===== config.mk =====
export PLATFORM = sky130hd
export DESIGN_NAME = breakpoint_watchpoint_unit_flat
export DESIGN_NICKNAME = d
export VERILOG_FILES = /design/src/bwu_pkg.sv /design/src/bwu_req_if.sv /design/src/bwu_rsp_if.sv /design/src/bwu_ctrl.sv /design/src/bwu_datapath.sv /design/src/breakpoint_watchpoint_unit.sv /design/src/flat_wrapper.sv
export VERILOG_INCLUDE_DIRS = /design/src /design/src/src
export SDC_FILE = /design/constraint.sdc
export NUM_CORES = 2
export LEC_CHECK = 0
export BUFFER_PORTS_ARGS = -buffer_cell sky130_fd_sc_hd__buf_4
export CAP_MARGIN = 15
export CELL_PAD_IN_SITES_DETAIL_PLACEMENT = 0
export CELL_PAD_IN_SITES_GLOBAL_PLACEMENT = 1
export CORE_ASPECT_RATIO = 1.75
export CORE_MARGIN = 5
export CORE_UTILIZATION = 50
export CTS_BUF_LIST = sky130_fd_sc_hd__clkbuf_4
export CTS_CLUSTER_DIAMETER = 60
export DETAILED_ROUTE_END_ITERATION = 10
export HOLD_SLACK_MARGIN = 0.12
export PLACE_DENSITY = 0.82
export SLEW_MARGIN = 15
export SYNTH_ARGS = -nofsm -noshare
export SYNTH_HDL_FRONTEND = slang
export SYNTH_SLANG_ARGS = --single-unit

===== constraint.sdc =====
create_clock -name clk -period 12 [get_ports clk]
set_input_delay 2.4 -clock clk [delete_from_list [all_inputs] [get_ports clk]]
set_output_delay 2.4 -clock clk [all_outputs]
set_load 0.005 [all_outputs]

===== src/assert_macros.svh =====
// Assertion macros shared by the breakpoint and watchpoint unit modules.
`ifndef ASSERT_MACROS_SVH
`define ASSERT_MACROS_SVH

// Same-cycle implication, checked on every rising clock edge outside reset.
`define BWU_ASSERT_IMPL(lbl, ante, cons, msg) \
  lbl: assert property (@(posedge clk) disable iff (rst) (ante) |-> (cons)) \
    else $error(msg);

// Next-cycle implication, checked on every rising clock edge outside reset.
`define BWU_ASSERT_NEXT(lbl, ante, cons, msg) \
  lbl: assert property (@(posedge clk) disable iff (rst) (ante) |=> (cons)) \
    else $error(msg);

`endif


===== src/bwu_pkg.sv =====
// Types and constants shared by the breakpoint and watchpoint unit.
package bwu_pkg;

  localparam int NUM_BREAKPOINTS = 8;
  localparam int NUM_READ_WATCH  = 8;
  localparam int NUM_WRITE_WATCH = 8;

  localparam int FUNC_W   = 4;
  localparam int ADDR_W   = 32;
  localparam int LEN_W    = 17;
  localparam int STATUS_W = 2;
  localparam int KIND_W   = 2;

  typedef enum logic [FUNC_W-1:0] {
    FN_PC_CHECK   = 4'd0,
    FN_RD_CHECK   = 4'd1,
    FN_WR_CHECK   = 4'd2,
    FN_BP_ADD     = 4'd3,
    FN_BP_REMOVE  = 4'd4,
    FN_RW_ADD     = 4'd5,
    FN_RW_REMOVE  = 4'd6,
    FN_WW_ADD     = 4'd7,
    FN_WW_REMOVE  = 4'd8,
    FN_DETACH     = 4'd9,
    FN_RESUME     = 4'd10,
    FN_STEP       = 4'd11
  } func_t;

  typedef enum logic [1:0] {
    MODE_RUN   = 2'd0,
    MODE_BREAK = 2'd1,
    MODE_PRE   = 2'd2,
    MODE_POST  = 2'd3
  } mode_t;

  typedef enum logic [STATUS_W-1:0] {
    ST_OK      = 2'd0,
    ST_FULL    = 2'd1,
    ST_MISSING = 2'd2
  } status_t;

  typedef enum logic [KIND_W-1:0] {
    EV_NONE  = 2'd0,
    EV_BREAK = 2'd1,
    EV_READ  = 2'd2,
    EV_WRITE = 2'd3
  } event_t;

  typedef enum logic [1:0] {
    CS_IDLE = 2'd0,
    CS_EXEC = 2'd1,
    CS_DONE = 2'd2
  } ctrl_state_t;

  typedef struct packed {
    logic capture;
    logic execute;
  } ctrl_cmd_t;

endpackage


===== src/bwu_req_if.sv =====
// Request channel of the breakpoint and watchpoint unit.
interface bwu_req_if;
  logic                        valid;
  logic                        ready;
  logic [bwu_pkg::FUNC_W-1:0]  func;
  logic [bwu_pkg::ADDR_W-1:0]  addr;
  logic [bwu_pkg::LEN_W-1:0]   length;

  modport source (output valid, output func, output addr, output length, input ready);
  modport sink (input valid, input func, input addr, input length, output ready);
endinterface


===== src/bwu_rsp_if.sv =====
// Response channel of the breakpoint and watchpoint unit.
interface bwu_rsp_if;
  logic                          valid;
  logic                          ready;
  logic [bwu_pkg::STATUS_W-1:0]  status;
  logic                          stop;
  logic [bwu_pkg::KIND_W-1:0]    event_kind;
  logic [bwu_pkg::ADDR_W-1:0]    event_addr;

  modport source (output valid, output status, output stop, output event_kind,
                  output event_addr, input ready);
  modport sink (input valid, input status, input stop, input event_kind,
                input event_addr, output ready);
endinterface


===== src/bwu_ctrl.sv =====
// Controller state machine that sequences capture, execution and delivery of a beat.
`include "assert_macros.svh"

module bwu_ctrl (
  input  logic                clk,
  input  logic                rst,
  input  logic                in_valid,
  output logic                in_ready,
  output logic                out_valid,
  input  logic                out_ready,
  output bwu_pkg::ctrl_cmd_t  cmd
);

  bwu_pkg::ctrl_state_t state;
  bwu_pkg::ctrl_state_t state_next;

  always_ff @(posedge clk) begin
    if (rst) begin
      state <= bwu_pkg::CS_IDLE;
    end else begin
      state <= state_next;
    end
  end

  always_comb begin
    state_next  = state;
    in_ready    = 1'b0;
    out_valid   = 1'b0;
    cmd.capture = 1'b0;
    cmd.execute = 1'b0;
    case (state)
      bwu_pkg::CS_IDLE: begin
        in_ready = 1'b1;
        if (in_valid) begin
          cmd.capture = 1'b1;
          state_next  = bwu_pkg::CS_EXEC;
        end
      end
      bwu_pkg::CS_EXEC: begin
        cmd.execute = 1'b1;
        state_next  = bwu_pkg::CS_DONE;
      end
      bwu_pkg::CS_DONE: begin
        out_valid = 1'b1;
        if (out_ready) begin
          state_next = bwu_pkg::CS_IDLE;
        end
      end
      default: begin
        state_next = bwu_pkg::CS_IDLE;
      end
    endcase
  end

  `BWU_ASSERT_NEXT(a_accept_exec, in_valid && in_ready, state == bwu_pkg::CS_EXEC, "accepted beat not executed")
  `BWU_ASSERT_NEXT(a_exec_deliver, cmd.execute, out_valid, "executed beat not presented")
  `BWU_ASSERT_IMPL(a_one_in_flight, out_valid, !in_ready, "new beat taken while result pending")

endmodule


===== src/bwu_datapath.sv =====
// Datapath holding the breakpoint and watch tables, the run mode and the result register.
`include "assert_macros.svh"

module bwu_datapath (
  input  logic                           clk,
  input  logic                           rst,
  input  bwu_pkg::ctrl_cmd_t             cmd,
  input  logic [bwu_pkg::FUNC_W-1:0]     func,
  input  logic [bwu_pkg::ADDR_W-1:0]     addr,
  input  logic [bwu_pkg::LEN_W-1:0]      length,
  output logic [bwu_pkg::STATUS_W-1:0]   status,
  output logic                           stop,
  output logic [bwu_pkg::KIND_W-1:0]     event_kind,
  output logic [bwu_pkg::ADDR_W-1:0]     event_addr
);

  localparam int NB = bwu_pkg::NUM_BREAKPOINTS;
  localparam int NR = bwu_pkg::NUM_READ_WATCH;
  localparam int NW = bwu_pkg::NUM_WRITE_WATCH;
  localparam int AW = bwu_pkg::ADDR_W;
  localparam int LW = bwu_pkg::LEN_W;

  bwu_pkg::func_t  func_q;
  logic [AW-1:0]   addr_q;
  logic [LW-1:0]   len_q;
  logic [AW-1:0]   aend_q;

  logic [AW-1:0]   bp_address [NB];
  logic [NB-1:0]   bp_valid;
  logic [AW-1:0]   rw_start [NR];
  logic [LW-1:0]   rw_len [NR];
  logic [AW-1:0]   rw_end [NR];
  logic [NR-1:0]   rw_valid;
  logic [AW-1:0]   ww_start [NW];
  logic [LW-1:0]   ww_len [NW];
  logic [AW-1:0]   ww_end [NW];
  logic [NW-1:0]   ww_valid;

  bwu_pkg::mode_t  run_mode;
  logic            watch_pending;
  logic            pending_is_read;
  logic [AW-1:0]   pending_addr;

  bwu_pkg::status_t status_q;
  logic             stop_q;
  bwu_pkg::event_t  kind_q;
  logic [AW-1:0]    eaddr_q;

  logic [NB-1:0] bp_hit;
  logic [NB-1:0] bp_del;
  logic [NB-1:0] bp_free;
  logic [NR-1:0] rw_hit;
  logic [NR-1:0] rw_del;
  logic [NR-1:0] rw_free;
  logic [NW-1:0] ww_hit;
  logic [NW-1:0] ww_del;
  logic [NW-1:0] ww_free;

  function automatic logic overlap(input logic [AW-1:0] a0, input logic [AW-1:0] a1,
                                   input logic [AW-1:0] w0, input logic [AW-1:0] w1);
    overlap = (a0 >= w0 && a0 <= w1) || (a1 >= w0 && a1 <= w1) ||
              (w0 >= a0 && w0 <= a1) || (w1 >= a0 && w1 <= a1);
  endfunction

  always_comb begin
    for (int i = 0; i < NB; i++) begin
      bp_hit[i] = bp_valid[i] && (bp_address[i] == addr_q);
    end
    for (int i = 0; i < NR; i++) begin
      rw_hit[i] = rw_valid[i] && overlap(addr_q, aend_q, rw_start[i], rw_end[i]);
      rw_del[i] = rw_valid[i] && (rw_start[i] == addr_q) && (rw_len[i] == len_q);
    end
    for (int i = 0; i < NW; i++) begin
      ww_hit[i] = ww_valid[i] && overlap(addr_q, aend_q, ww_start[i], ww_end[i]);
      ww_del[i] = ww_valid[i] && (ww_start[i] == addr_q) && (ww_len[i] == len_q);
    end
  end

  // Lowest clear valid bit and lowest matching entry, each as a one-hot vector.
  assign bp_free = ~bp_valid & (bp_valid + NB'(1));
  assign rw_free = ~rw_valid & (rw_valid + NR'(1));
  assign ww_free = ~ww_valid & (ww_valid + NW'(1));
  assign bp_del  = bp_hit & (~bp_hit + NB'(1));

  always_ff @(posedge clk) begin
    if (cmd.capture) begin
      func_q <= bwu_pkg::func_t'(func);
      addr_q <= addr;
      len_q  <= length;
      aend_q <= addr + AW'(length) - AW'(1);
    end
  end

  always_ff @(posedge clk) begin
    if (cmd.execute) begin
      for (int i = 0; i < NB; i++) begin
        if (func_q == bwu_pkg::FN_BP_ADD && bp_free[i]) begin
          bp_address[i] <= addr_q;
        end
      end
      for (int i = 0; i < NR; i++) begin
        if (func_q == bwu_pkg::FN_RW_ADD && rw_free[i]) begin
          rw_start[i] <= addr_q;
          rw_len[i]   <= len_q;
          rw_end[i]   <= aend_q;
        end
      end
      for (int i = 0; i < NW; i++) begin
        if (func_q == bwu_pkg::FN_WW_ADD && ww_free[i]) begin
          ww_start[i] <= addr_q;
          ww_len[i]   <= len_q;
          ww_end[i]   <= aend_q;
        end
      end
    end
  end

  always_ff @(posedge clk) begin
    if (rst) begin
      bp_valid        <= '0;
      rw_valid        <= '0;
      ww_valid        <= '0;
      run_mode        <= bwu_pkg::MODE_BREAK;
      watch_pending   <= 1'b0;
      pending_is_read <= 1'b0;
      pending_addr    <= '0;
    end else if (cmd.execute) begin
      status_q <= bwu_pkg::ST_OK;
      stop_q   <= 1'b0;
      kind_q   <= bwu_pkg::EV_NONE;
      eaddr_q  <= '0;
      case (func_q)
        bwu_pkg::FN_PC_CHECK: begin
          if (run_mode == bwu_pkg::MODE_BREAK) begin
            stop_q <= 1'b1;
          end else if (run_mode == bwu_pkg::MODE_POST) begin
            run_mode <= bwu_pkg::MODE_BREAK;
            stop_q   <= 1'b1;
            kind_q   <= bwu_pkg::EV_BREAK;
          end else if (run_mode == bwu_pkg::MODE_PRE) begin
            run_mode <= bwu_pkg::MODE_POST;
          end else if (watch_pending) begin
            kind_q        <= pending_is_read ? bwu_pkg::EV_READ : bwu_pkg::EV_WRITE;
            eaddr_q       <= pending_addr;
            watch_pending <= 1'b0;
            run_mode      <= bwu_pkg::MODE_BREAK;
            stop_q        <= 1'b1;
          end else if (|bp_hit) begin
            run_mode <= bwu_pkg::MODE_BREAK;
            stop_q   <= 1'b1;
            kind_q   <= bwu_pkg::EV_BREAK;
          end
        end
        bwu_pkg::FN_RD_CHECK: begin
          if (run_mode == bwu_pkg::MODE_RUN && |rw_hit) begin
            watch_pending   <= 1'b1;
            pending_addr    <= addr_q;
            pending_is_read <= 1'b1;
            stop_q          <= 1'b1;
          end
        end
        bwu_pkg::FN_WR_CHECK: begin
          if (run_mode == bwu_pkg::MODE_RUN && |ww_hit) begin
            watch_pending   <= 1'b1;
            pending_addr    <= addr_q;
            pending_is_read <= 1'b0;
            stop_q          <= 1'b1;
          end
        end
        bwu_pkg::FN_BP_ADD: begin
          bp_valid <= bp_valid | bp_free;
          if (bp_free == '0) begin
            status_q <= bwu_pkg::ST_FULL;
          end
        end
        bwu_pkg::FN_BP_REMOVE: begin
          bp_valid <= bp_valid & ~bp_del;
          if (bp_del == '0) begin
            status_q <= bwu_pkg::ST_MISSING;
          end
        end
        bwu_pkg::FN_RW_ADD: begin
          rw_valid <= rw_valid | rw_free;
          if (rw_free == '0) begin
            status_q <= bwu_pkg::ST_FULL;
          end
        end
        bwu_pkg::FN_RW_REMOVE: begin
          rw_valid <= rw_valid & ~(rw_del & (~rw_del + NR'(1)));
          if (rw_del == '0) begin
            status_q <= bwu_pkg::ST_MISSING;
          end
        end
        bwu_pkg::FN_WW_ADD: begin
          ww_valid <= ww_valid | ww_free;
          if (ww_free == '0) begin
            status_q <= bwu_pkg::ST_FULL;
          end
        end
        bwu_pkg::FN_WW_REMOVE: begin
          ww_valid <= ww_valid & ~(ww_del & (~ww_del + NW'(1)));
          if (ww_del == '0) begin
            status_q <= bwu_pkg::ST_MISSING;
          end
        end
        bwu_pkg::FN_DETACH: begin
          bp_valid <= '0;
        end
        bwu_pkg::FN_RESUME: begin
          run_mode <= bwu_pkg::MODE_RUN;
        end
        bwu_pkg::FN_STEP: begin
          run_mode <= bwu_pkg::MODE_PRE;
        end
        default: begin
        end
      endcase
    end
  end

  assign status     = status_q;
  assign stop       = stop_q;
  assign event_kind = kind_q;
  assign event_addr = eaddr_q;

  `BWU_ASSERT_NEXT(a_halted_stops, cmd.execute && func_q == bwu_pkg::FN_PC_CHECK && run_mode == bwu_pkg::MODE_BREAK, stop_q && run_mode == bwu_pkg::MODE_BREAK, "pc check in break did not hold")
  `BWU_ASSERT_NEXT(a_idle_access, cmd.execute && (func_q == bwu_pkg::FN_RD_CHECK || func_q == bwu_pkg::FN_WR_CHECK) && run_mode != bwu_pkg::MODE_RUN, !stop_q && $stable(watch_pending), "access check acted while not running")

endmodule


===== src/breakpoint_watchpoint_unit.sv =====
// Top level of the breakpoint and watchpoint unit.
// The req channel carries one command beat: func selects a pc check, a read or write
// access check, adding or removing a breakpoint or a read or write watch range, detach,
// resume or single step; addr and length give the address and byte count.
// Every request beat yields exactly one beat on the rsp channel with status, stop,
// event_kind and event_addr.
// An accepted beat is captured in the idle state, executed against all table entries in
// parallel in the exec state, and presented on rsp in the done state.
// One beat is in flight at a time: no new beat is taken until the last result has gone
// out through the capture, execute and deliver steps of the controller.
// While rsp is stalled, the result holds steady and req stays not ready.
// Reset clears all table valid bits and any pending watch hit, and puts the unit in
// the halted mode; the unit is ready for a beat as soon as reset is released.
module breakpoint_watchpoint_unit (
  input  logic       clk,
  input  logic       rst,
  bwu_req_if.sink    req,
  bwu_rsp_if.source  rsp
);

  bwu_pkg::ctrl_cmd_t cmd;

  bwu_ctrl u_ctrl (
    .clk       (clk),
    .rst       (rst),
    .in_valid  (req.valid),
    .in_ready  (req.ready),
    .out_valid (rsp.valid),
    .out_ready (rsp.ready),
    .cmd       (cmd)
  );

  bwu_datapath u_datapath (
    .clk        (clk),
    .rst        (rst),
    .cmd        (cmd),
    .func       (req.func),
    .addr       (req.addr),
    .length     (req.length),
    .status     (rsp.status),
    .stop       (rsp.stop),
    .event_kind (rsp.event_kind),
    .event_addr (rsp.event_addr)
  );

endmodule


===== src/flat_wrapper.sv =====
// flat-port wrapper written by rule: the top's interface ports become plain ports
module breakpoint_watchpoint_unit_flat 
  (clk, rst, req_valid, req_func, req_addr, req_length, req_ready, rsp_valid, rsp_status, rsp_stop, rsp_event_kind, rsp_event_addr, rsp_ready);
  bwu_req_if req_i ();
  bwu_rsp_if rsp_i ();
  input  logic clk;
  input  logic rst;
  input wire logic [$bits(req_i.valid)-1:0] req_valid;
  input wire logic [$bits(req_i.func)-1:0] req_func;
  input wire logic [$bits(req_i.addr)-1:0] req_addr;
  input wire logic [$bits(req_i.length)-1:0] req_length;
  output wire logic [$bits(req_i.ready)-1:0] req_ready;
  output wire logic [$bits(rsp_i.valid)-1:0] rsp_valid;
  output wire logic [$bits(rsp_i.status)-1:0] rsp_status;
  output wire logic [$bits(rsp_i.stop)-1:0] rsp_stop;
  output wire logic [$bits(rsp_i.event_kind)-1:0] rsp_event_kind;
  output wire logic [$bits(rsp_i.event_addr)-1:0] rsp_event_addr;
  input wire logic [$bits(rsp_i.ready)-1:0] rsp_ready;
  assign req_i.valid = req_valid;
  assign req_i.func = req_func;
  assign req_i.addr = req_addr;
  assign req_i.length = req_length;
  assign req_ready = req_i.ready;
  assign rsp_valid = rsp_i.valid;
  assign rsp_status = rsp_i.status;
  assign rsp_stop = rsp_i.stop;
  assign rsp_event_kind = rsp_i.event_kind;
  assign rsp_event_addr = rsp_i.event_addr;
  assign rsp_i.ready = rsp_ready;
  breakpoint_watchpoint_unit u_core (.clk(clk), .rst(rst), .req(req_i), .rsp(rsp_i));
endmodule

==> impl_metrics.env <==
export IMPL_outcome="finished, final reports clean"
export IMPL_synth_compound_area_frac=0.109
export IMPL_dr_pass1_iters=8
export IMPL_gr_usage_all_layers=0.355
export IMPL_final_cell_mix="ha_1, edfxtp_1, a21oi_1"
export IMPL_htreeDepth=5
export IMPL_finalInstanceArea_mm2=0.117
export IMPL_hold_violations=0
export IMPL_ir_drop_uv=98.5
export IMPL_cts_sinks=1736
export IMPL_finalSetupViolCount=0
export IMPL_synth_mux_area_fraction=0.00314
export IMPL_p_per_area_mw_per_mm2=123
export IMPL_numCtsBuffers=402
export IMPL_clk_latency_ns=1.28
export IMPL_clockBufferDepth=4
export IMPL_crit_required_ns=13.09
export IMPL_drc=0
export IMPL_dpl_hpwl_um=279000
export IMPL_cts_root_buf="clkbuf_4"
export IMPL_cts_repair_resized=0
export IMPL_crit_type="flop to flop"
export IMPL_r2r_end="u_core.u_datapath.pending_addr[6]"
export IMPL_place_area_mm2=0.112
export IMPL_synth_top_family_by_area="adder cells"
export IMPL_synth_top_area_frac=0.476
export IMPL_cts_setup_buffers=0
export IMPL_synthSimpleGateAreaFrac=0.0944
export IMPL_switching_share=0.311
export IMPL_clockPowerShare=0.330
export IMPL_p_leak_nw=47.1
export IMPL_yosys_most_used_dff="edfxtp_1"
export IMPL_layout_drive_gt1_share=0.118
export IMPL_switching_power_mw=4.46
export IMPL_synthArstFlopShare=0
export IMPL_avgSynthCellArea_um2=12.5
export IMPL_worst_pin_slew_ns=1.32
export IMPL_fin_nets=11200
export IMPL_io_pins=96
export IMPL_rr_worst_depth=16
export IMPL_pwr_share_seq=0.474
export IMPL_antenna_left=0
export IMPL_r2r_setup_slack_ns=4.89
export IMPL_hold_path_end="u_core.u_datapath.pending_addr[21]"
export IMPL_cts_tree="yes"
export IMPL_start_util=0.502
export IMPL_cap_violations=0
export IMPL_synth_cell_types=81
export IMPL_min_path_cells=2
export IMPL_synth_top_area_cell="edfxtp_1"
export IMPL_synth_enable_flop_cells=1674
export IMPL_grt_ovfl_total=0
export IMPL_fillCellCount=17600
export IMPL_critPathArrivalTime_ns=8.20
export IMPL_grt_max_degree=73
export IMPL_dieArea_mm2=0.221
export IMPL_synth_area_leaders="edfxtp_1, ha_1, a21oi_1"
export IMPL_drtIter0Drc=6836
export IMPL_routabilityCongestion=1.05
export IMPL_antenna_found_initial=17
export IMPL_p_int_mw=9.87
export IMPL_maxSlewHeadroom=0.114
export IMPL_cp_end_kind="flop"
export IMPL_die_h_um=618
export IMPL_crit_path_start_kind="flop"
export IMPL_power_total_mw=14.3
export IMPL_rsz0062_at_grt="no"
export IMPL_hold_slack_ns=0.458
export IMPL_via_per_inst=6.53
export IMPL_ys_warn_count=0
export IMPL_fin_crit_ns=7.11
export IMPL_synthXorXnorAreaFrac=0.0458
export IMPL_core_mm2=0.210
export IMPL_routed_wl_um=400000
export IMPL_synth_fp_nets=10600
export IMPL_path_max_fanout=32
export IMPL_synth_fa_ha_area_frac=0.249
export IMPL_tns_ns=0
export IMPL_synth_area_mm2=0.106
export IMPL_die_w_um=357
export IMPL_port_buffers=95
export IMPL_post_route_period_util=0.592
export IMPL_final_common_cell="ha_1"
export IMPL_drv_slew=0
export IMPL_fmax_mhz=141
export IMPL_row_count=223
export IMPL_synth_cells=8419
export IMPL_area_delta_synth_final_pct=10.7
export IMPL_grt_pass1_vias=81500
export IMPL_wl_per_cell_um=32.7
export IMPL_hold_path_class="flop to flop"
export IMPL_clk_pin_slew_worst_paths_ns=0.07
export IMPL_vias=79800
export IMPL_ys_seq_area_frac=0.488
export IMPL_hold_start="u_core.u_datapath.pending_addr[21]"
export IMPL_comb_power_share=0.196
export IMPL_synth_seq_cells=1736
export IMPL_cts_hold_fix_buffers=0
export IMPL_grt_pass1_wl_um=555000
export IMPL_reg2reg_from="u_core.u_datapath.addr_q[29]"
export IMPL_finClkSkew_ns=0.0949
[stage by stage]
stage,cells,worst slack (ns),utilization
6_report,12200,4.89,0.556
5_1_grt,12200,4.93,0.556
4_1_cts,12200,5.39,0.555
3_5_place_dp,11500,4.94,0.532
3_3_place_gp,11500,4.67,0.531
2_1_floorplan,8419,2.65,-
[cell families after synthesis]
| family | after synthesis |
|---|---|
| xor+xnor | 552 |
| mux | 33 |
| compound gates | 1812 |
| flops | 1736 |
| fa+ha+maj | 2096 |
| buf+inv | 319 |
| simple gates | 1871 |
[worst max-delay path, cell delays in order, from the launching register on]
cell	delay [ns]
edfxtp_1	0.37
buf_4	0.24
inv_2	0.34
buf_4	0.52
ha_1	0.25
nand4_1	0.15
or3_1	0.45
nor3_2	1.00
a21boi_1	0.90
nor4_1	0.36
or4b_2	0.74
a22oi_1	0.28
o2111ai_1	0.29
nor2_1	0.39
o31ai_4	0.11
buf_4	0.32
mux2i_1	0.18
[layer usage]
layer / share of wire / track usage / vias up
met5: 0.000090 / 0 / -
met4: 0.14 / 0.376 / 6
met3: 0.069 / 0.0637 / 1590
met2: 0.47 / 0.590 / 3923
met1: 0.33 / 0.360 / 39300
li1: - / - / 34900
[cell type report]
class | instances | area (µm²) | share of cell area
flip-flops and latches | 1736 | 51500 | 0.441
inverters | 225 | 845 | 0.00723
multi-input cells | 6364 | 53300 | 0.456
diodes | 16 | 40.0 | 0.000343
well taps | 2812 | 3520 | 0.0301
clock inverters | 162 | 821 | 0.00702
repair buffers | 359 | 2750 | 0.0235
clock buffers | 549 | 4120 | 0.0353
[registers in the layout, indices dropped and copies added (netlist names), 4 cells and up]
signal                          cells
u_core.u_datapath.addr_q           32
u_core.u_datapath.aend_q           32
u_core.u_datapath.bp_address      256
u_core.u_datapath.bp_valid          8
u_core.u_datapath.event_addr       32
u_core.u_datapath.func_q            4
u_core.u_datapath.len_q            17
u_core.u_datapath.pending_addr     32
u_core.u_datapath.rw_end          256
u_core.u_datapath.rw_len          136
u_core.u_datapath.rw_start        256
u_core.u_datapath.rw_valid          8
u_core.u_datapath.ww_end          256
u_core.u_datapath.ww_len          136
u_core.u_datapath.ww_start        256
u_core.u_datapath.ww_valid          8
[worst max-delay path by stage]
| stage | startpoint | end | slack [ns] | cells past startpoint |
|---|---|---|---|---|
| 3_5_place_dp | req_length[1] | u_core.u_datapath.aend_q[31] | 4.94 | 21 |
| 2_1_floorplan | u_core.u_datapath.func_q[3] | u_core.u_datapath.rw_end[1][64] | 2.65 | 5 |
| 5_1_grt | u_core.u_datapath.addr_q[29] | u_core.u_datapath.pending_addr[14] | 4.93 | 16 |
| 3_3_place_gp | u_core.u_datapath.addr_q[29] | u_core.u_datapath.pending_addr[25] | 4.67 | 16 |
| 4_1_cts | u_core.u_datapath.addr_q[29] | u_core.u_datapath.pending_addr[6] | 5.39 | 16 |
| 6_report | u_core.u_datapath.addr_q[29] | u_core.u_datapath.pending_addr[6] | 4.89 | 16 |
[cells in the mapped netlist (17+ instances only)]
| cell type | count |
|---|---|
| ha_1 | 2095 |
| edfxtp_1 | 1674 |
| a21oi_1 | 696 |
| nand4_1 | 466 |
| nand2_1 | 418 |
| a21o_1 | 346 |
| xnor2_1 | 297 |
| o21ai_0 | 280 |
| xor2_1 | 255 |
| inv_1 | 225 |
| nor2_1 | 225 |
| nand3_1 | 183 |
| nor4_1 | 142 |
| nor3_1 | 104 |
| a211oi_1 | 101 |
| nor2b_1 | 96 |
| clkbuf_1 | 82 |
| o211ai_1 | 66 |
| dfxtp_1 | 62 |
| and4_1 | 48 |
| nand2b_1 | 43 |
| a2111oi_0 | 39 |
| o21a_1 | 38 |
| a221oi_1 | 37 |
| and2_1 | 35 |
| mux2i_1 | 32 |
| or3_1 | 26 |
| a31oi_1 | 22 |
| o31ai_1 | 18 |
| a21boi_0 | 17 |
| a221o_1 | 17 |
| nor3b_1 | 17 |
[power groups by stage]
stage | sequential, mW | combinational [mW] | clock (mW)
floorplan | 6.97 | 1.45 | 0
CTS | 6.79 | 2.72 | 4.80
global placement | 6.93 | 2.60 | 0
global route | 6.79 | 2.99 | 5.11
finish | 6.80 | 2.80 | 4.73
detailed placement | 6.93 | 2.71 | 0
Power figures use the tool's default switching activity.
